$ cat src/rtl/smrd_pkg.sv
// ----------------------------------------------------------------------------
// smrd_pkg: shared types and constants for the SplitMix64 range draw core
// Finalizer constants, retry limit and the controller/datapath command links.
// ----------------------------------------------------------------------------
package smrd_pkg;

  localparam logic [63:0] MUL_A  = 64'hff51afd7ed558ccd;
  localparam logic [63:0] MUL_B  = 64'hc4ceb9fe1a85ec53;
  localparam int          FOLD   = 33;
  localparam logic [63:0] LOW63  = 64'h7fffffffffffffff;
  localparam logic [63:0] SIGNBIT = 64'h8000000000000000;
  localparam int          RETRY_LIMIT = 64;

  localparam logic [1:0] MODE_BOOL = 2'd0;
  localparam logic [1:0] MODE_INT  = 2'd1;
  localparam logic [1:0] MODE_LOG  = 2'd2;

  // range classes for a uniform pick
  localparam logic [1:0] RK_MASK  = 2'd0;
  localparam logic [1:0] RK_MOD   = 2'd1;
  localparam logic [1:0] RK_REDRAW = 2'd2;

  typedef struct packed {
    logic load_req;    // capture lo/hi/mode, classify request
    logic draw_start;  // advance seed, start finalizer
    logic mod_start;   // start remainder unit on the masked draw
    logic judge;       // evaluate draw against the active range
    logic log_clamp;   // clamp bounds from drawn bit count
    logic log_setup;   // set range to bit lengths of lo and hi
    logic finish_err;
  } smrd_cmd_t;

  typedef struct packed {
    logic       req_bad;    // empty or unsupported request
    logic [1:0] req_mode;
    logic       draw_done;
    logic       mod_done;
    logic [1:0] range_kind;
    logic       accept;     // judged draw is inside
  } smrd_stat_t;

  function automatic logic [6:0] bit_len(input logic [63:0] v);
    logic [6:0] n;
    n = 7'd0;
    for (int i = 0; i < 64; i++) begin
      if (v[i]) n = 7'(i + 1);
    end
    return n;
  endfunction

  function automatic logic sle(input logic [63:0] a, input logic [63:0] b);
    return (a ^ SIGNBIT) <= (b ^ SIGNBIT);
  endfunction

endpackage

$ cat src/rtl/smrd_ctrl.sv
// ----------------------------------------------------------------------------
// smrd_ctrl: request sequencer
// Steps draws, remainder and retries; two uniform picks for log mode.
// ----------------------------------------------------------------------------
module smrd_ctrl import smrd_pkg::*; (
  input  logic       clk,
  input  logic       rst,
  input  logic       in_valid,
  output logic       in_ready,
  output logic       out_valid,
  input  logic       out_ready,
  output logic       out_err,
  input  smrd_stat_t stat,
  output smrd_cmd_t  cmd
);

  localparam logic [2:0] C_IDLE  = 3'd0;
  localparam logic [2:0] C_CHECK = 3'd1;
  localparam logic [2:0] C_DRAW  = 3'd2;
  localparam logic [2:0] C_WMIX  = 3'd3;
  localparam logic [2:0] C_WREM  = 3'd4;
  localparam logic [2:0] C_JUDGE = 3'd5;
  localparam logic [2:0] C_CLAMP = 3'd6;
  localparam logic [2:0] C_OUT   = 3'd7;

  logic [2:0] state, state_next;
  logic [6:0] tries;
  logic       phase;   // log mode: 0 picking bit count, 1 picking value

  assign in_ready  = (state == C_IDLE);
  assign out_valid = (state == C_OUT);

  always_comb begin
    cmd = '0;
    state_next = state;
    unique case (state)
      C_IDLE: if (in_valid) begin cmd.load_req = 1'b1; state_next = C_CHECK; end
      C_CHECK: begin
        if (stat.req_bad) state_next = C_OUT;
        else begin
          if (stat.req_mode == MODE_LOG && !phase) cmd.log_setup = 1'b1;
          state_next = C_DRAW;
        end
      end
      C_DRAW: begin cmd.draw_start = 1'b1; state_next = C_WMIX; end
      C_WMIX: if (stat.draw_done) begin
        if (stat.req_mode != MODE_BOOL && stat.range_kind == RK_MOD) begin
          cmd.mod_start = 1'b1;
          state_next = C_WREM;
        end else state_next = C_JUDGE;
      end
      C_WREM: if (stat.mod_done) state_next = C_JUDGE;
      C_JUDGE: begin
        if (stat.req_mode == MODE_BOOL || stat.accept) begin
          cmd.judge = 1'b1;
          state_next = (stat.req_mode == MODE_LOG && !phase) ? C_CLAMP : C_OUT;
        end else if (tries == 7'(RETRY_LIMIT)) state_next = C_OUT;
        else state_next = C_DRAW;
      end
      C_CLAMP: begin cmd.log_clamp = 1'b1; state_next = C_DRAW; end
      C_OUT: begin
        cmd.finish_err = out_err;
        if (out_ready) state_next = C_IDLE;
      end
      default: state_next = C_IDLE;
    endcase
  end

  always_ff @(posedge clk) begin
    if (rst) begin
      state   <= C_IDLE;
      tries   <= 7'd0;
      phase   <= 1'b0;
      out_err <= 1'b0;
    end else begin
      state <= state_next;
      if (cmd.load_req) begin
        phase <= 1'b0; out_err <= 1'b0;
      end
      if (state == C_CHECK && stat.req_bad) out_err <= 1'b1;
      if (state == C_CHECK || cmd.log_clamp) tries <= 7'd0;
      if (cmd.draw_start) tries <= tries + 7'd1;
      if (cmd.log_clamp) phase <= 1'b1;
      if (state == C_JUDGE && stat.req_mode != MODE_BOOL && !stat.accept
          && tries == 7'(RETRY_LIMIT)) out_err <= 1'b1;
    end
  end

endmodule

$ cat config.mk
export PLATFORM = sky130hd
export DESIGN_NAME = smrd_ctrl
export DESIGN_NICKNAME = d
export VERILOG_FILES = /design/src/rtl/smrd_pkg.sv /design/src/rtl/smrd_ctrl.sv
export SDC_FILE = /design/constraint.sdc
export NUM_CORES = 1
export LEC_CHECK = 0
export ABC_CLOCK_PERIOD_IN_PS = 3300
export BUFFER_PORTS_ARGS = -buffer_cell sky130_fd_sc_hd__buf_2
export CAP_MARGIN = 0
export CORE_UTILIZATION = 53
export CTS_CLUSTER_SIZE = 16
export DETAILED_ROUTE_END_ITERATION = 8
export GPL_TIMING_DRIVEN = 0
export PLACE_DENSITY = 0.82
export SLEW_MARGIN = 30
export SYNTH_ARGS = -nofsm -noshare
export SYNTH_HDL_FRONTEND = slang
export SYNTH_SLANG_ARGS = --single-unit
$ cat constraint.sdc
create_clock -name clk -period 3.3 [get_ports clk]
set_input_delay 0.825 -clock clk [delete_from_list [all_inputs] [get_ports clk]]
set_output_delay 0.825 -clock clk [all_outputs]
set_load 0.005 [all_outputs]
==> impl_metrics.ini <==
[outcome]
status = finished, final reports clean

[clock_tree]
ctsHoldBuffers = 0
clock-sinks = 12
clockRootBuffer = clkbuf_4
cts_setup_buffers = 0
path_clk_slew_ns = 0.08
htree_levels = 1
clock_path_buffers = 2
worst_skew_pair.late_latency_ns = 0.27
post_cts_resized = 0
cts_tree = built
cts_buffers = 3

[floorplan]
die-area_sq_um = 1550
std_cell_rows = 13
io_pins = 22
die_w_microns = 39.4
core_sq_um = 1300
die_y_microns = 39.4
start_util_pct = 56.9

[logic_synthesis]
synth_cell_types = 34
synthFlopType = dfxtp_1
netlist_area_sq_um = 741
postSynthCellCount = 102
synth_edf_count = 0
ys_warn_count = 0
ys_seq_area_share_pct = 32.4
synth_seq_cells = 12
synth_fp_nets = 116
synth-async-reset-ratio_pct = 0
syn_avg_cell_area_sq_um = 7.26

[timing]
clock_skew_ns = 0.00407
fin_setup_tns_ns = 0
tightest_slew_ns = 0.483
relSlewSlack_pct = 67.8
hold_slack_ns = 0.478
final-setup-viol-count = 0
fmax_mhz = 421
final.setup.worst_slack_ns = 0.924
timing.final.crit_share_pct = 72.0
hold_viol_final = 0
fin_crit_ns = 2.38
rsz0062_at_grt = no
slew_violations = 0

[layout]
finalNonFillerCells = 142
layout-drive-gt1-share_pct = 22.8
synthToLayoutAreaGrowth_pct = 21.6
layout_common_cells = buf_2, nor2_1, dfxtp_1, nand2_1, nand3_1
final_common_cell = buf_2
nets = 142
num-fill-cells = 120
n_antenna_cell = 0

[min_path]
min_to = out_err
hold_path_class = reg -> reg
whs_path_depth = 2
hp-start = out_err

[critical_path]
cp.arrival_ns = 1.55
path_class = reg -> out
worstRegToRegCells = 4
worstPathMaxFanout = 10
reg2reg_to = state[0]
critPathRequiredTime_ns = 2.47
start_kind = flop
end_kind = primary output
r2r_setup_slack_ns = 1.81
r2r-start = state[2]

[power_and_ir_drop]
power_uw = 434
ir_drop_v = 0.000291
power_density_nw_per_um2 = 482
p_leak_nw = 0.390

[placement]
portBuffers = 21
place_ws_ns = 0.998
dpl.cell_count = 138
hpwl_mm = 1.41
gp_congestion = 0.767

[routing]
routed_wl_mm = 1.89
ant_nets = 0
wl_per_cell_microns = 13.3
route.detailed.drc = 0
firstDrtPassIters = 4
drtIter0Drc = 29
avgViaCountPerCell = 5.97
routed-via-count = 848

[global_route]
grt_util_met2_pct = 48.8
grt_max_degree = 11
grt_pass1_wl_mm = 3.06
grt.total_usage_pct = 29.3
use_met3_pct = 6.82
grt.busiest_layer = met2
antenna_found_initial = 0
grt_overflow = 0
grt_pass1_vias = 742
grt.met1_usage_pct = 34.0

[job]
maxCapViolCount = 0
==> flip-flops by register name, summed over array words and instances, names as in the netlist <==
name     cells
tries        7
phase        1
state        3
out_err      1
==> final cells by class <==
cell class	count	area, sq um	area share [%]
Buffer	4	16.3	1.81
Timing Repair Buffer	21	105	11.7
Multi-Input combinational cell	81	465	51.7
Inverter	5	18.8	2.08
Tap cell	15	18.8	2.08
Clock buffer	4	36.3	4.03
Sequential cell	12	240	26.7
==> logic make-up (layout without fill, tap and decap cells) <==
kind of cell               after synthesis  in the layout  share of synthesized area, %
buffers and inverters                    9             34                          4.73
and+or+nand+nor                         54             54                          37.2
AOI/OAI and AO/OA                       25             25                          22.3
adders and majority gates                2              2                          3.38
DFF                                     12             12                          32.4
==> critical path, cell delays in order (launching register included) <==
cell	delay [ns]
dfxtp_1	0.40
clkbuf_1	0.35
nand2_1	0.13
nor2_1	0.15
and2_1	0.13
buf_2	0.11
==> cells in the mapped netlist, drive strengths merged, types with 2 or more instances <==
| master | n | area (sq um) |
|---|---|---|
| o21ai | 6 | 30.0 |
| nand3 | 8 | 40.0 |
| and2 | 2 | 12.5 |
| nor4 | 2 | 12.5 |
| dfxtp | 12 | 240 |
| and3 | 2 | 12.5 |
| nand2b | 5 | 31.3 |
| nand2 | 9 | 33.8 |
| inv | 5 | 18.8 |
| or3 | 2 | 12.5 |
| clkbuf | 3 | 11.3 |
| nor3 | 3 | 15.0 |
| ha | 2 | 25.0 |
| a32oi | 2 | 17.5 |
| nor2 | 15 | 56.3 |
| a21oi | 6 | 30.0 |
| a31oi | 3 | 18.8 |
==> per-stage QoR <==
step	area (sq um)	util (%)
after floorplan	741	-
after global placement	865	66.4
after detailed placement	865	66.4
after CTS	901	69.2
after global routing	901	69.2
final	901	69.2
==> worst max-delay path by stage <==
stage | slack, ns | end | from | cells after the start
after floorplan | 1.26 | cmd[1] | stat[7] | 2
after global placement | 1.02 | cmd[3] | stat[6] | 5
after detailed placement | 1.0 | cmd[3] | stat[6] | 5
after CTS | 0.93 | cmd[0] | state[0] | 5
after global routing | 0.75 | cmd[0] | state[0] | 5
final | 0.92 | cmd[0] | state[0] | 5
==> power breakdown <==
part / switching (mW) / total [mW] / internal (mW) / leakage, nW
Combinational: 0.0836 / 0.143 / 0.0590 / 0.272
Clock: 0.0534 / 0.120 / 0.0670 / 0.0210
Sequential: 0.0144 / 0.171 / 0.157 / 0.0975
==> routing by layer <==
metal	wire, microns	vias up
met1	840	398
met3	100	6
met4	38	0
met2	913	28
met5	0	-
li1	-	416
No activity file was read; power rests on OpenSTA's default activity.
